$ cat config.mk
export PLATFORM = sky130hd
export DESIGN_NAME = rm2q_queue
export DESIGN_NICKNAME = d
export VERILOG_FILES = /design/src/rtl/rm2q_pkg.sv /design/src/rtl/rm2q_queue.sv
export SDC_FILE = /design/constraint.sdc
export NUM_CORES = 1
export LEC_CHECK = 0
export ABC_CLOCK_PERIOD_IN_PS = 1500
export BUFFER_PORTS_ARGS = -buffer_cell sky130_fd_sc_hd__buf_2
export CAP_MARGIN = 20
export CORE_ASPECT_RATIO = 0.8
export CORE_MARGIN = 1
export CORE_UTILIZATION = 46
export CTS_BUF_LIST = sky130_fd_sc_hd__clkbuf_8
export DETAILED_ROUTE_END_ITERATION = 12
export PLACE_DENSITY = 0.75
export SLEW_MARGIN = 25
export SYNTH_ARGS = -nofsm -noshare
export SYNTH_HDL_FRONTEND = slang
export SYNTH_SLANG_ARGS = --single-unit
$ cat constraint.sdc
create_clock -name clk -period 1.5 [get_ports clk]
set_clock_uncertainty 0.2 [all_clocks]
set_input_delay 0.075 -clock clk [delete_from_list [all_inputs] [get_ports clk]]
set_output_delay 0.075 -clock clk [all_outputs]
set_load 0.01 [all_outputs]
$ cat src/rtl/rm2q_pkg.sv
`default_nettype none

package rm2q_pkg;

	// Default word format: signed Q2.30
	localparam int WORD_BITS_DEF = 32;
	localparam int FRAC_BITS_DEF = 30;

	// Depth of the queue between front and back
	localparam int QUEUE_DEPTH = 2;

	// Branch codes reported with each result
	localparam logic [1:0] BR_TRACE = 2'd0;
	localparam logic [1:0] BR_M11   = 2'd1;
	localparam logic [1:0] BR_M22   = 2'd2;
	localparam logic [1:0] BR_M00   = 2'd3;

	// Handshake status between the front register and the queue
	typedef struct packed {
		logic valid;
		logic full;
	} link_t;

endpackage

`default_nettype wire

$ cat src/rtl/rm2q_queue.sv
`default_nettype none

// Short queue between front and back
module rm2q_queue #(
	parameter int DATA_BITS = 8
) (
	input  wire                   clk,
	input  wire                   arst_n,
	input  wire  rm2q_pkg::link_t link_in,
	output rm2q_pkg::link_t       link_out,
	input  wire                   pop,
	input  wire  [DATA_BITS-1:0]  wr_data,
	output logic [DATA_BITS-1:0]  rd_data,
	output logic                  not_empty
);

	localparam int DEPTH = rm2q_pkg::QUEUE_DEPTH;
	localparam int PW    = (DEPTH > 1) ? $clog2(DEPTH) : 1;
	localparam int CW    = $clog2(DEPTH + 1);

	logic [DATA_BITS-1:0] mem [DEPTH];
	logic [PW-1:0]        wr_ptr_q, rd_ptr_q;
	logic [CW-1:0]        count_q;
	logic                 push, do_pop, full;

	assign full      = (count_q == CW'(DEPTH));
	assign not_empty = (count_q != '0);
	assign push      = link_in.valid && !full;
	assign do_pop    = pop && not_empty;

	// Pointers and fill count
	always_ff @(posedge clk or negedge arst_n) begin
		if (!arst_n) begin
			wr_ptr_q <= '0;
			rd_ptr_q <= '0;
			count_q  <= '0;
		end else begin
			if (push) begin
				wr_ptr_q <= (wr_ptr_q == PW'(DEPTH - 1)) ? '0 : wr_ptr_q + 1'b1;
			end
			if (do_pop) begin
				rd_ptr_q <= (rd_ptr_q == PW'(DEPTH - 1)) ? '0 : rd_ptr_q + 1'b1;
			end
			if (push && !do_pop) begin
				count_q <= count_q + 1'b1;
			end else if (do_pop && !push) begin
				count_q <= count_q - 1'b1;
			end
		end
	end

	always_ff @(posedge clk) begin
		if (push) begin
			mem[wr_ptr_q] <= wr_data;
		end
	end

	assign rd_data        = mem[rd_ptr_q];
	assign link_out.valid = not_empty;
	assign link_out.full  = full;

endmodule

`default_nettype wire

==> impl_metrics.py <==
metrics = {
    "run_status": {
        "status": "complete, but fails checks",
        "violations": "negative setup slack",
    },
    "synth": {
        "postSynthAreaPerCell_um2": 17.41,
        "synthAdderAreaFrac_pct": 1.563,
        "synth-seq-area-share_pct": 72.50,
        "synth-simple-area-share_pct": 5.781,
        "syn_nets": 60,
        "netlist_area_um2": 800.8,
        "synthCells": 46,
        "ys_seq_elements": 20,
        "synth_compound_area_share_pct": 0,
        "synth_xor_area_share_pct": 5.469,
        "ys_warn_count": 0,
        "synth.distinct_cells": 15,
        "synth_top_family_by_area": "multiplexers",
        "synth.area.mux_share_pct": 11.25,
    },
    "floorplan": {
        "num_io_pins": 24,
        "initial_core_util_pct": 49.23,
        "rows": 13,
        "die_area_um2": 1913,
        "fp.dieW_um": 48.65,
        "core_area_um2": 1627,
        "die_height_um": 39.32,
    },
    "layout": {
        "area_growth_pct": 66.56,
        "layout.nets": 110,
        "post-route-cell-area_um2": 1334,
        "drive_above_1_share_pct": 62.11,
        "diodes": 0,
        "fillerInstances": 90,
        "multi_input_area_um2": 266.5,
        "post-route-util_pct": 82.00,
        "regArea_um2": 581.8,
    },
    "placed_design": {
        "hpwl_um": 865.2,
        "gp_congestion": 0.6783,
        "numPortBuffers": 22,
        "placed_area_um2": 965.9,
    },
    "cts": {
        "cts_buffers": 3,
        "cts.sinks": 20,
        "clk_pin_slew_ns": 0.07,
        "cts_root_buf": "clkbuf_8",
        "cts_tree": "yes",
        "clk_path_buf_depth": 2,
        "htreeDepth": 1,
        "insertion_delay_ns": 0.25,
    },
    "global_route": {
        "grt_start_max_net_pins": 12,
        "grt_pass1_vias": 515,
        "gr-usage-all-layers_pct": 17.36,
        "grt_pass1_wl_um": 2256,
        "antenna_found_initial": 0,
        "grt.overflow.total": 0,
    },
    "critical_path": {
        "crit_top_cell": "buf_6",
        "cp_max_fo": 5,
        "crit_path_start_kind": "flop",
        "cp_cell_sequence": "buf_6 -> nand2b_4 -> nand2_4 -> buf_6 -> nor2_4 -> buf_6",
        "cp.arrival_ns": 1.32,
        "critPathRequiredTime_ns": 1.27,
        "cp-end-kind": "flop",
        "worst_path_max_delay_cell": "dfrtp_1",
        "crit_type": "flop to flop",
        "max_stage_delay_ns": 0.42,
    },
    "detailed_routing": {
        "dr.pass1.iters": 4,
        "dr_total_vias": 542,
        "ant_nets": 0,
        "drtIter0Drc": 11,
        "vias_per_cell": 4.632,
        "wire_per_inst_um": 15.12,
        "drt-total-wl_um": 1769,
        "drc": 0,
    },
    "timing": {
        "rsz0062_at_grt": "yes",
        "fmax_mhz": 647.5,
        "finalHoldViolations": 0,
        "setup_viol": 13,
        "period_needed_ns": 1.544,
        "post-route-period-util_pct": 103.0,
        "worst_pin_slew_ns": 0.2372,
        "setup_ws_ns": -0.04449,
        "holdWs_ns": 0.0008316,
        "slew_headroom_pct": 84.13,
        "drv_slew": 0,
    },
    "power": {
        "cellLeakagePower_nw": 0.5874,
        "power_density_nw_per_um2": 1928,
        "irDropWorstVdd_uv": 1380,
    },
    "job": {
        "drv_cap": 0,
    },
    "hold_path": {
        "hp-class": "input pin to flop",
    },
}
cell families after synthesis:
group | Yosys count
xor+xnor | 5
buf+inv | 5
fa+ha+maj | 1
flops | 20
simple gates | 7
mux | 8
cells in the final DEF (no fill, tap or decap), types with 3 or more instances in the layout:
cell type      count
edfxtp_1          16
buf_2             14
buf_6             14
dlygate4sd3_1     11
buf_4              9
mux2_4             8
xnor2_1            3
clkbuf_8           3
dfrtp_1            3
per-stage QoR:
stage / power [mW] / cells / TNS (ns) / setup slack [ns]
floorplan: 1.336 / 46 / -0.04402 / -0.04402
global placement: 1.564 / 93 / -0.3737 / -0.07446
detailed placement: 1.592 / 93 / -0.5947 / -0.1072
CTS: 2.110 / 112 / -0.06921 / -0.04875
global route: 2.701 / 117 / -0.9029 / -0.1220
finish: 2.572 / 117 / -0.3782 / -0.04449
flip-flops by register name (all words and copies together), names as in the netlist:
name	cells
count_q	2
mem	16
rd_ptr_q	1
wr_ptr_q	1
worst max-delay path: cells and delay by family, from the launching register on:
family,cells,cell delay (ns)
buf+inv,3,0.39
flops,1,0.42
simple gates,3,0.24
area by class of cell:
class	instances	share of cell area (%)
flip-flops and latches	20	43.62
repair buffers	48	30.39
multi-input cells	21	19.98
clock buffers	3	3.096
well taps	22	2.064
inverters	2	0.5629
clock inverters	1	0.2814
report_power, final:
group	total, mW	leakage [nW]	internal, mW	switching [mW]
sequential	0.867	0.194	0.781	0.0865
clock	0.343	0.0269	0.182	0.162
combinational	1.36	0.366	0.830	0.531
total	2.57	0.587	1.79	0.779
what timing repair did:
item | CTS | global route
setup buffers | 4 | 5
hold buffers | 11 | 0
setup endpoints to repair | 26 | 19
pin swaps | 4 | 4
endpoints found under the hold margin | 21 | 0
resized for setup | 8 | 26
gates cloned | 0 | 0
Yosys cell counts, drive strengths merged:
library cell / instances / area share (%)
and3: 1 / 0.78
buf: 3 / 2.5
dfrtp: 4 / 13
edfxtp: 16 / 60
ha: 1 / 1.6
inv: 2 / 0.94
mux2: 8 / 11
nand2: 2 / 2.2
nand2b: 1 / 0.78
nor2: 2 / 0.94
or2: 1 / 1.1
xnor2: 3 / 3.3
xor2: 2 / 2.2
path summary, 6_finish.rpt:
| kind | cells past startpoint | end | slack, ns | from |
|---|---|---|---|---|
| setup / recovery | 6 | mem[0][5]$_DFFE_PP_ | -0.04 | count_q[1]$_DFFE_PN0P_ |
| hold / removal | 4 | rd_ptr_q$_DFFE_PN0P_ | 0.0008 | pop |
| setup reg to reg | 6 | mem[0][5]$_DFFE_PP_ | -0.04 | count_q[1]$_DFFE_PN0P_ |
| hold reg to reg | 1 | wr_ptr_q$_DFFE_PN0N_ | 0.36 | wr_ptr_q$_DFFE_PN0N_ |
| max in group asynchronous | 3 | rd_ptr_q$_DFFE_PN0P_ | 0.32 | arst_n |
| min in group asynchronous | 3 | count_q[1]$_DFFE_PN0P_ | 0.57 | arst_n |
layer usage:
layer	part of all wire, %	up-vias	GRT usage [%]
met5	0	-	0
met2	55	17	32.99
met3	3.8	2	2.326
met1	40	262	19.29
met4	1.1	0	11.03
li1	-	261	-
Power figures use the tool's default switching activity.
