`config.mk`:
```
export PLATFORM = sky130hd
export DESIGN_NAME = rm2q_front
export DESIGN_NICKNAME = d
export VERILOG_FILES = /design/src/rtl/rm2q_pkg.sv /design/src/rtl/rm2q_front.sv
export SDC_FILE = /design/constraint.sdc
export NUM_CORES = 1
export LEC_CHECK = 0
export CAP_MARGIN = 20
export CORE_MARGIN = 4
export CORE_UTILIZATION = 50
export CTS_CLUSTER_DIAMETER = 50
export DETAILED_ROUTE_END_ITERATION = 16
export DONT_BUFFER_PORTS = 1
export GPL_TIMING_DRIVEN = 1
export PLACE_DENSITY_LB_ADDON = 0.3
export SLEW_MARGIN = 5
export SYNTH_ARGS = -nofsm -noshare
export SYNTH_HDL_FRONTEND = slang
export SYNTH_SLANG_ARGS = --single-unit
export TNS_END_PERCENT = 20
```
`constraint.sdc`:
```
create_clock -name clk -period 10.49 [get_ports clk]
set_input_delay 0.5245 -clock clk [delete_from_list [all_inputs] [get_ports clk]]
set_output_delay 0.5245 -clock clk [all_outputs]
set_load 0.01 [all_outputs]
```
`src/rtl/rm2q_pkg.sv`:
```
`default_nettype none

package rm2q_pkg;

	// Default word format: signed Q2.30
	localparam int WORD_BITS_DEF = 32;
	localparam int FRAC_BITS_DEF = 30;

	// Depth of the queue between front and back
	localparam int QUEUE_DEPTH = 2;

	// Branch codes reported with each result
	localparam logic [1:0] BR_TRACE = 2'd0;
	localparam logic [1:0] BR_M11   = 2'd1;
	localparam logic [1:0] BR_M22   = 2'd2;
	localparam logic [1:0] BR_M00   = 2'd3;

	// Handshake status between the front register and the queue
	typedef struct packed {
		logic valid;
		logic full;
	} link_t;

endpackage

`default_nettype wire

```
`src/rtl/rm2q_front.sv`:
```
`default_nettype none

// Front: takes a matrix, picks the branch, forms the root argument and the
// three off-diagonal sums or differences, and holds them for the queue.
module rm2q_front #(
	parameter int WORD_BITS = rm2q_pkg::WORD_BITS_DEF,
	parameter int FRAC_BITS = rm2q_pkg::FRAC_BITS_DEF
) (
	input  wire                         clk,
	input  wire                         arst_n,
	input  wire                         src_valid,
	output logic                        src_stall,
	input  wire  signed [WORD_BITS-1:0] m00,
	input  wire  signed [WORD_BITS-1:0] m01,
	input  wire  signed [WORD_BITS-1:0] m02,
	input  wire  signed [WORD_BITS-1:0] m10,
	input  wire  signed [WORD_BITS-1:0] m11,
	input  wire  signed [WORD_BITS-1:0] m12,
	input  wire  signed [WORD_BITS-1:0] m20,
	input  wire  signed [WORD_BITS-1:0] m21,
	input  wire  signed [WORD_BITS-1:0] m22,
	input  wire  rm2q_pkg::link_t       link_in,
	output rm2q_pkg::link_t             link_out,
	output logic [WORD_BITS+1:0]        arg,
	output logic [WORD_BITS:0]          s0,
	output logic [WORD_BITS:0]          s1,
	output logic [WORD_BITS:0]          s2,
	output logic [1:0]                  br
);

	localparam int W  = WORD_BITS;
	localparam int AW = WORD_BITS + 3;
	localparam int SW = WORD_BITS + 1;
	localparam logic signed [AW-1:0] ONE = AW'(1) << FRAC_BITS;

	logic signed [AW-1:0] tr_c;
	logic signed [AW-1:0] arg_c;
	logic signed [SW-1:0] s0_c, s1_c, s2_c;
	logic [1:0]           br_c;
	logic                 valid_s1;
	logic                 accept;
	logic                 push;

	// Classify and form the operands
	always_comb begin
		tr_c = AW'(m00) + AW'(m11) + AW'(m22);
		if (tr_c > 0) begin
			br_c  = rm2q_pkg::BR_TRACE;
			arg_c = tr_c + ONE;
			s0_c  = SW'(m21) - SW'(m12);
			s1_c  = SW'(m02) - SW'(m20);
			s2_c  = SW'(m10) - SW'(m01);
		end else if (m11 > m00 && m11 > m22) begin
			br_c  = rm2q_pkg::BR_M11;
			arg_c = AW'(m11) - AW'(m00) - AW'(m22) + ONE;
			s0_c  = SW'(m02) - SW'(m20);
			s1_c  = SW'(m10) + SW'(m01);
			s2_c  = SW'(m21) + SW'(m12);
		end else if (m22 > m00) begin
			br_c  = rm2q_pkg::BR_M22;
			arg_c = AW'(m22) - AW'(m00) - AW'(m11) + ONE;
			s0_c  = SW'(m10) - SW'(m01);
			s1_c  = SW'(m02) + SW'(m20);
			s2_c  = SW'(m21) + SW'(m12);
		end else begin
			br_c  = rm2q_pkg::BR_M00;
			arg_c = AW'(m00) - AW'(m11) - AW'(m22) + ONE;
			s0_c  = SW'(m21) - SW'(m12);
			s1_c  = SW'(m10) + SW'(m01);
			s2_c  = SW'(m02) + SW'(m20);
		end
	end

	assign src_stall = valid_s1 && link_in.full;
	assign accept    = src_valid && !src_stall;
	assign push      = valid_s1 && !link_in.full;

	// Holding register; a negative argument clamps to zero
	always_ff @(posedge clk or negedge arst_n) begin
		if (!arst_n) begin
			valid_s1 <= 1'b0;
		end else if (accept) begin
			valid_s1 <= 1'b1;
		end else if (push) begin
			valid_s1 <= 1'b0;
		end
	end

	always_ff @(posedge clk) begin
		if (accept) begin
			arg <= arg_c[AW-1] ? '0 : arg_c[W+1:0];
			s0  <= s0_c;
			s1  <= s1_c;
			s2  <= s2_c;
			br  <= br_c;
		end
	end

	assign link_out.valid = valid_s1;
	assign link_out.full  = 1'b0;

endmodule

`default_nettype wire

```
==> results.py, run 1 <==
metrics = {
    "run_status": {
        "status": "completed",
    },
    "yosys": {
        "ys_top_cells_by_area": "ha_1, edfxtp_1, fa_1",
        "synth_cells": 3827,
        "ys_warn_count": 0,
        "synth.distinct_cells": 94,
        "mean_instance_size_in_the_synthesized_netlist_sq_um": 8.15,
        "cell_type_contributing_the_most_total_cell_area_after_synthesis": "ha_1",
        "ys_flop_type": "edfxtp_1",
        "yosys.area.top_type_share": 0.234,
        "async_reset_ff_frac": 0.00735,
        "syn_nets": 4852,
        "post-synth-top-count-cell": "ha_1",
        "synth_area_sq_um": 31200,
        "netlist_top_cells_count": "ha_1, inv_1, a21oi_1",
        "synth-edff-count": 135,
        "synth.yosys.seq_area_share": 0.131,
        "ys_ff_latch": 136,
    },
    "setup_path": {
        "crit_path_max_cell_delay_ns": 0.77,
        "critical_path.slowest_cell": "or4b_1",
        "rr_worst_depth": 3,
        "timing.critical_path.from": "m00[2]",
        "r2r-start": "valid_s1",
        "crit_top_cell": "inv_1",
        "critical_path_class": "input port to register",
        "crit_path_required_time_ns": 10.63,
        "critical_path.reg2reg.endpoint": "arg[0]",
        "rrSetupSlack_ns": 7.77,
        "startpoint_class": "input port",
        "critical_path_peak_fanout": 53,
        "setup.worst_path.end_class": "register",
        "buffer_and_inverter_count_on_the_worst_path": 4,
        "worstPathArrival_ns": 8.54,
        "cp_top_family": "simple AND/OR/NAND/NOR gates",
    },
    "pwr": {
        "power.static_leakage_nw": 14.7,
        "power-per-cell-area_nw_per_um2": 140,
        "tot_pwr_w": 0.00455,
        "ir_worst_vdd_mv": 0.120,
    },
    "global_route": {
        "global_route.overflow_total": 0,
        "antenna_found_initial": 0,
        "grt_first_pass_wirelength_um": 157000,
        "maximum_number_of_pins_on_one_net_before_global_route_repair": 77,
        "track_usage": 0.301,
        "via_count_of_the_first_global_routing_pass": 26700,
    },
    "timing": {
        "max_clock_freq_ghz": 0.119,
        "slew_violations": 0,
        "period_minus_slack_ns": 8.40,
        "rsz_0062_raised_after_global_routing": "false",
        "slew_headroom": 0.199,
        "setup_viol": 0,
        "timing.setup.tns_ns": 0,
        "finalHoldViolCount": 0,
        "fin_crit_sh": 0.801,
        "worst_slew_pin_tran_ns": 1.17,
        "final_worst_clock_skew_ns": 0.0111,
    },
    "hold_path": {
        "hold_path_startpoint": "src_valid",
        "hold-path-cell-count": 1,
        "worst_hold_path_type": "input port to register",
        "hold-path-endpoint": "valid_s1",
    },
    "clock_tree": {
        "clock_insertion_delay_worst_skew_ns": 0.44,
        "inserted_clock_buffers": 17,
        "cts_tree": "built",
        "postCtsResizedCells": 0,
        "cts_max_level": 4,
        "cts_root_buffer": "clkbuf_16",
        "cts.reportedPaths.clkPinSlew_ns": 0.07,
        "numClockSinks": 136,
        "max-clock-path-buffers": 2,
    },
    "floorplan": {
        "dieArea_sq_um": 66500,
        "row_count": 91,
        "core_area_sq_um": 61700,
        "die_width_um": 258,
        "die_height_um": 258,
        "ioPinCount": 431,
        "floorplan.initialDensity": 0.506,
    },
    "place": {
        "hpwl_um": 85500,
        "placedInstanceArea_sq_um": 31800,
        "place.port_buffers": 0,
        "placed_cells_incl_taps": 4527,
        "globalplace.congestion": 0.985,
    },
    "final_layout": {
        "regArea_sq_um": 4080,
        "share_of_cells_above_drive_strength_1": 0.0261,
        "layout.filler_cells": 5956,
        "layout-area-overhead-vs-synth_pct": 4.05,
        "nets": 4735,
        "final_cells": 4560,
        "multiInputGateArea_sq_um": 25000,
        "stdcell_area_sq_um": 32500,
        "finalCoreUtilization": 0.526,
        "n_antenna_cell": 0,
    },
    "detailed_routing": {
        "vias": 27500,
        "postRouteAntennaNets": 0,
        "drt_iter0_drc": 2635,
        "wl_um": 104000,
        "remaining_drc_errors": 0,
        "drt-vias-per-instance": 6.03,
        "detail_route.first_pass.iterations": 6,
        "wl_per_cell_um": 22.9,
    },
    "job": {
        "cap_violations": 0,
    },
}
-- through the flow --
step           setup slack [ns]  hold slack (ns)
6_report                   2.09            0.198
5_1_grt                    1.44            0.170
4_1_cts                    2.09            0.167
3_5_place_dp               1.67            0.229
3_3_place_gp               1.69            0.229
2_1_floorplan              3.15            0.229
-- layout by cell type (no fill, tap or decap), types with 84 or more instances in the layout --
master,netlist,final
nand2_1,245,244
a21o_1,89,89
o21ai_0,226,225
fa_1,148,148
ha_1,584,584
nor2_1,303,301
a21oi_1,338,338
xor2_1,84,84
edfxtp_1,135,135
inv_1,405,405
xnor2_1,210,210
-- cell type report --
cell class,count,area share
clock buffers,19,0.0133
clock inverters,13,0.00624
inverters,407,0.0471
multi-input cells,3129,0.771
flip-flops and latches,136,0.126
well taps,837,0.0323
repair buffers,19,0.00447
-- how the worst max path moves through the flow --
| stage | slack [ns] | cells after the start | endpoint |
|---|---|---|---|
| after global routing | 1.44 | 29 | s0[18] |
| after floorplan | 3.15 | 2 | arg[0] |
| after detailed placement | 1.67 | 29 | s0[11] |
| after global placement | 1.69 | 29 | s0[11] |
| after CTS | 2.09 | 29 | s0[20] |
| final | 2.09 | 29 | s0[20] |
-- cell families after synthesis --
logic type      share of synthesized area
simple gates                        0.144
buf+inv                            0.0689
other cells                      0.000120
mux                               0.00662
compound gates                      0.237
flops                               0.131
xor+xnor                           0.0836
fa+ha+maj                           0.329
-- layer usage --
layer  track usage  wire length, um  vias to the layer above
met5             0                0                        -
met4         0.102             3820                        0
met3        0.0677             9210                      175
met2         0.505            48200                     1165
met1         0.383            43100                    13000
li1              -                -                    13200
-- timing repair --
| item | CTS | global route |
|---|---|---|
| hold endpoints to repair | 1 | 0 |
| hold buffers | 1 | 0 |
| buffers inserted | 0 | 0 |
-- worst register-to-register path: cells and delay by family, from the launching register on --
family        cells  cell delay, ns
simple gates      2            1.08
flops             1            0.42
buf+inv           1            0.81
-- flip-flops by register name, summed over array words and instances, names as in the netlist --
register  cells
s1           33
s0           33
arg          34
s2           33
br            2
valid_s1      1
-- where the power goes --
group	switching, W	internal, W	total, W
logic	0.00181	0.00112	0.00293
clock network	0.000262	0.000421	0.000683
registers	0.000151	0.000788	0.000939
total	0.00222	0.00233	0.00455
Power figures use the tool's default switching activity.
==> inputs of run 2 (changes only) <==
==> constraint.sdc (replaced) <==
create_clock -name clk -period 8.7 [get_ports clk]
set_input_delay 0.435 -clock clk [delete_from_list [all_inputs] [get_ports clk]]
set_output_delay 0.435 -clock clk [all_outputs]
set_load 0.01 [all_outputs]
==> results.py, run 2 (same netlist as run 1, synthesis figures left out) <==
metrics = {
    "global_route": {
        "global_route.overflow_total": 0,
        "antenna_found_initial": 0,
        "grt_first_pass_wirelength_um": 158000,
        "maximum_number_of_pins_on_one_net_before_global_route_repair": 63,
        "via_count_of_the_first_global_routing_pass": 26700,
        "track_usage": 0.304,
    },
    "timing": {
        "max_clock_freq_ghz": 0.126,
        "rsz_0062_raised_after_global_routing": "false",
        "finalHoldViolCount": 0,
        "fin_crit_sh": 0.912,
        "final_worst_clock_skew_ns": 0.0208,
        "worst_slew_pin_tran_ns": 1.00,
        "setup_viol": 0,
        "worst_hold_slack_ns": 0.106,
        "slew_violations": 0,
        "timing.setup.tns_ns": 0,
        "slew_headroom": 0.313,
        "period_minus_slack_ns": 7.94,
    },
    "setup_path": {
        "timing.critical_path.from": "m00[2]",
        "r2r-start": "valid_s1",
        "setup.worst_path.end_class": "register",
        "crit_path_max_cell_delay_ns": 0.74,
        "critical_path.slowest_cell": "or4b_1",
        "critical_path_peak_fanout": 40,
        "startpoint_class": "input port",
        "crit_path_required_time_ns": 8.95,
        "rr_worst_depth": 3,
        "crit_top_cell": "inv_1",
        "critical_path_class": "input port to register",
        "worstPathArrival_ns": 8.18,
    },
    "detailed_routing": {
        "wl_per_cell_um": 23.0,
        "detail_route.first_pass.iterations": 6,
        "remaining_drc_errors": 0,
        "drt_iter0_drc": 2561,
        "vias": 27700,
        "postRouteAntennaNets": 0,
        "wl_um": 105000,
        "drt-vias-per-instance": 6.05,
    },
    "final_layout": {
        "most_common_library_cell_in_the_layout_ignoring_fill_and_taps": "ha_1",
        "final_cells": 4573,
        "largest_register_ffs": 34,
        "share_of_cells_above_drive_strength_1": 0.0294,
        "n_antenna_cell": 0,
        "register_ranked_first_by_flip_flop_count": "arg",
        "final_cell_mix": "ha_1, inv_1, a21oi_1",
        "layout-area-overhead-vs-synth_pct": 4.28,
        "nets": 4748,
    },
    "clock_tree": {
        "cts_tree": "built",
        "inserted_clock_buffers": 17,
        "cts_root_buffer": "clkbuf_16",
        "max-clock-path-buffers": 2,
        "cts.reportedPaths.clkPinSlew_ns": 0.07,
        "postCtsSetupRepairBufs": 0,
        "numClockSinks": 136,
        "clock_insertion_delay_worst_skew_ns": 0.44,
        "cts_max_level": 4,
    },
    "place": {
        "globalplace.congestion": 0.979,
        "placed_cells_incl_taps": 4540,
        "place.port_buffers": 0,
        "hpwl_um": 87600,
    },
    "hold_path": {
        "hold-path-cell-count": 1,
        "worst_hold_path_type": "input port to register",
        "hold_path_startpoint": "src_valid",
    },
    "pwr": {
        "power-per-cell-area_nw_per_um2": 169,
        "tot_pwr_w": 0.00549,
        "power.static_leakage_nw": 14.8,
        "ir_worst_vdd_mv": 0.143,
    },
    "floorplan": {
        "ioPinCount": 431,
        "row_count": 91,
        "die_height_um": 258,
        "floorplan.initialDensity": 0.506,
        "die_width_um": 258,
        "dieArea_sq_um": 66500,
        "core_area_sq_um": 61700,
    },
    "job": {
        "cap_violations": 0,
    },
    "run_status": {
        "status": "completed",
    },
}
## run 2: changes by cell type in the layout (fill, tap and decap cells not counted), sizes merged
cell / previous run / this run
buf: 18 / 31
bufinv: 5 / 4
clkinv: 6 / 8
clkbuf: 19 / 18
## run 2: what timing repair did
item	in CTS	in global routing
endpoints found under the hold margin	1	0
hold buffers	1	0
resized for setup	0	0
## run 2: worst paths after layout
check / end / slack, ns
hold / removal: valid_s1 / 0.11
min in group asynchronous: valid_s1 / 0.20
setup reg to reg: s0[15] / 6.11
max in group asynchronous: valid_s1 / 8.39
setup / recovery: s0[15] / 0.76
hold reg to reg: valid_s1 / 0.87
## run 2: critical path: cells and delay by family
kind	cells	cell delay, ns
buffers and inverters	4	0.74
AND/OR/NAND/NOR	9	2.77
XOR/XNOR	1	0.19
adder cells (fa/ha/maj)	3	0.99
AO/OA/AOI/OAI	12	3.02
## run 2: area by class of cell
cell class / instances / area (sq um)
clock buffer: 18 / 429
clock inverter: 14 / 181
fill: 5922 / 29200
inverter: 407 / 1530
multi-input combinational: 3129 / 25000
sequential: 136 / 4080
tap: 837 / 1050
timing repair buffer: 32 / 243
## run 2: where the power goes
part | internal (W) | switching [W]
Combinational | 0.00137 | 0.00220
Clock | 0.000477 | 0.000310
Sequential | 0.000950 | 0.000189
## run 2: metrics by stage
step           utilization  cell area, sq um  setup WS, ns
2_1_floorplan            -             31200          1.45
3_3_place_gp         0.517             31900         0.517
3_5_place_dp         0.517             31900         0.359
4_1_cts              0.527             32500         0.806
5_1_grt              0.527             32500        0.0895
6_report             0.527             32500         0.762
## run 2: metal layers
layer  up-vias  wire, um  track usage
met5         -         0            0
met4         0      3860       0.0999
li1      13200         -            -
met1     13200     43000        0.388
met3       190      9710       0.0752
met2      1131     48800        0.508
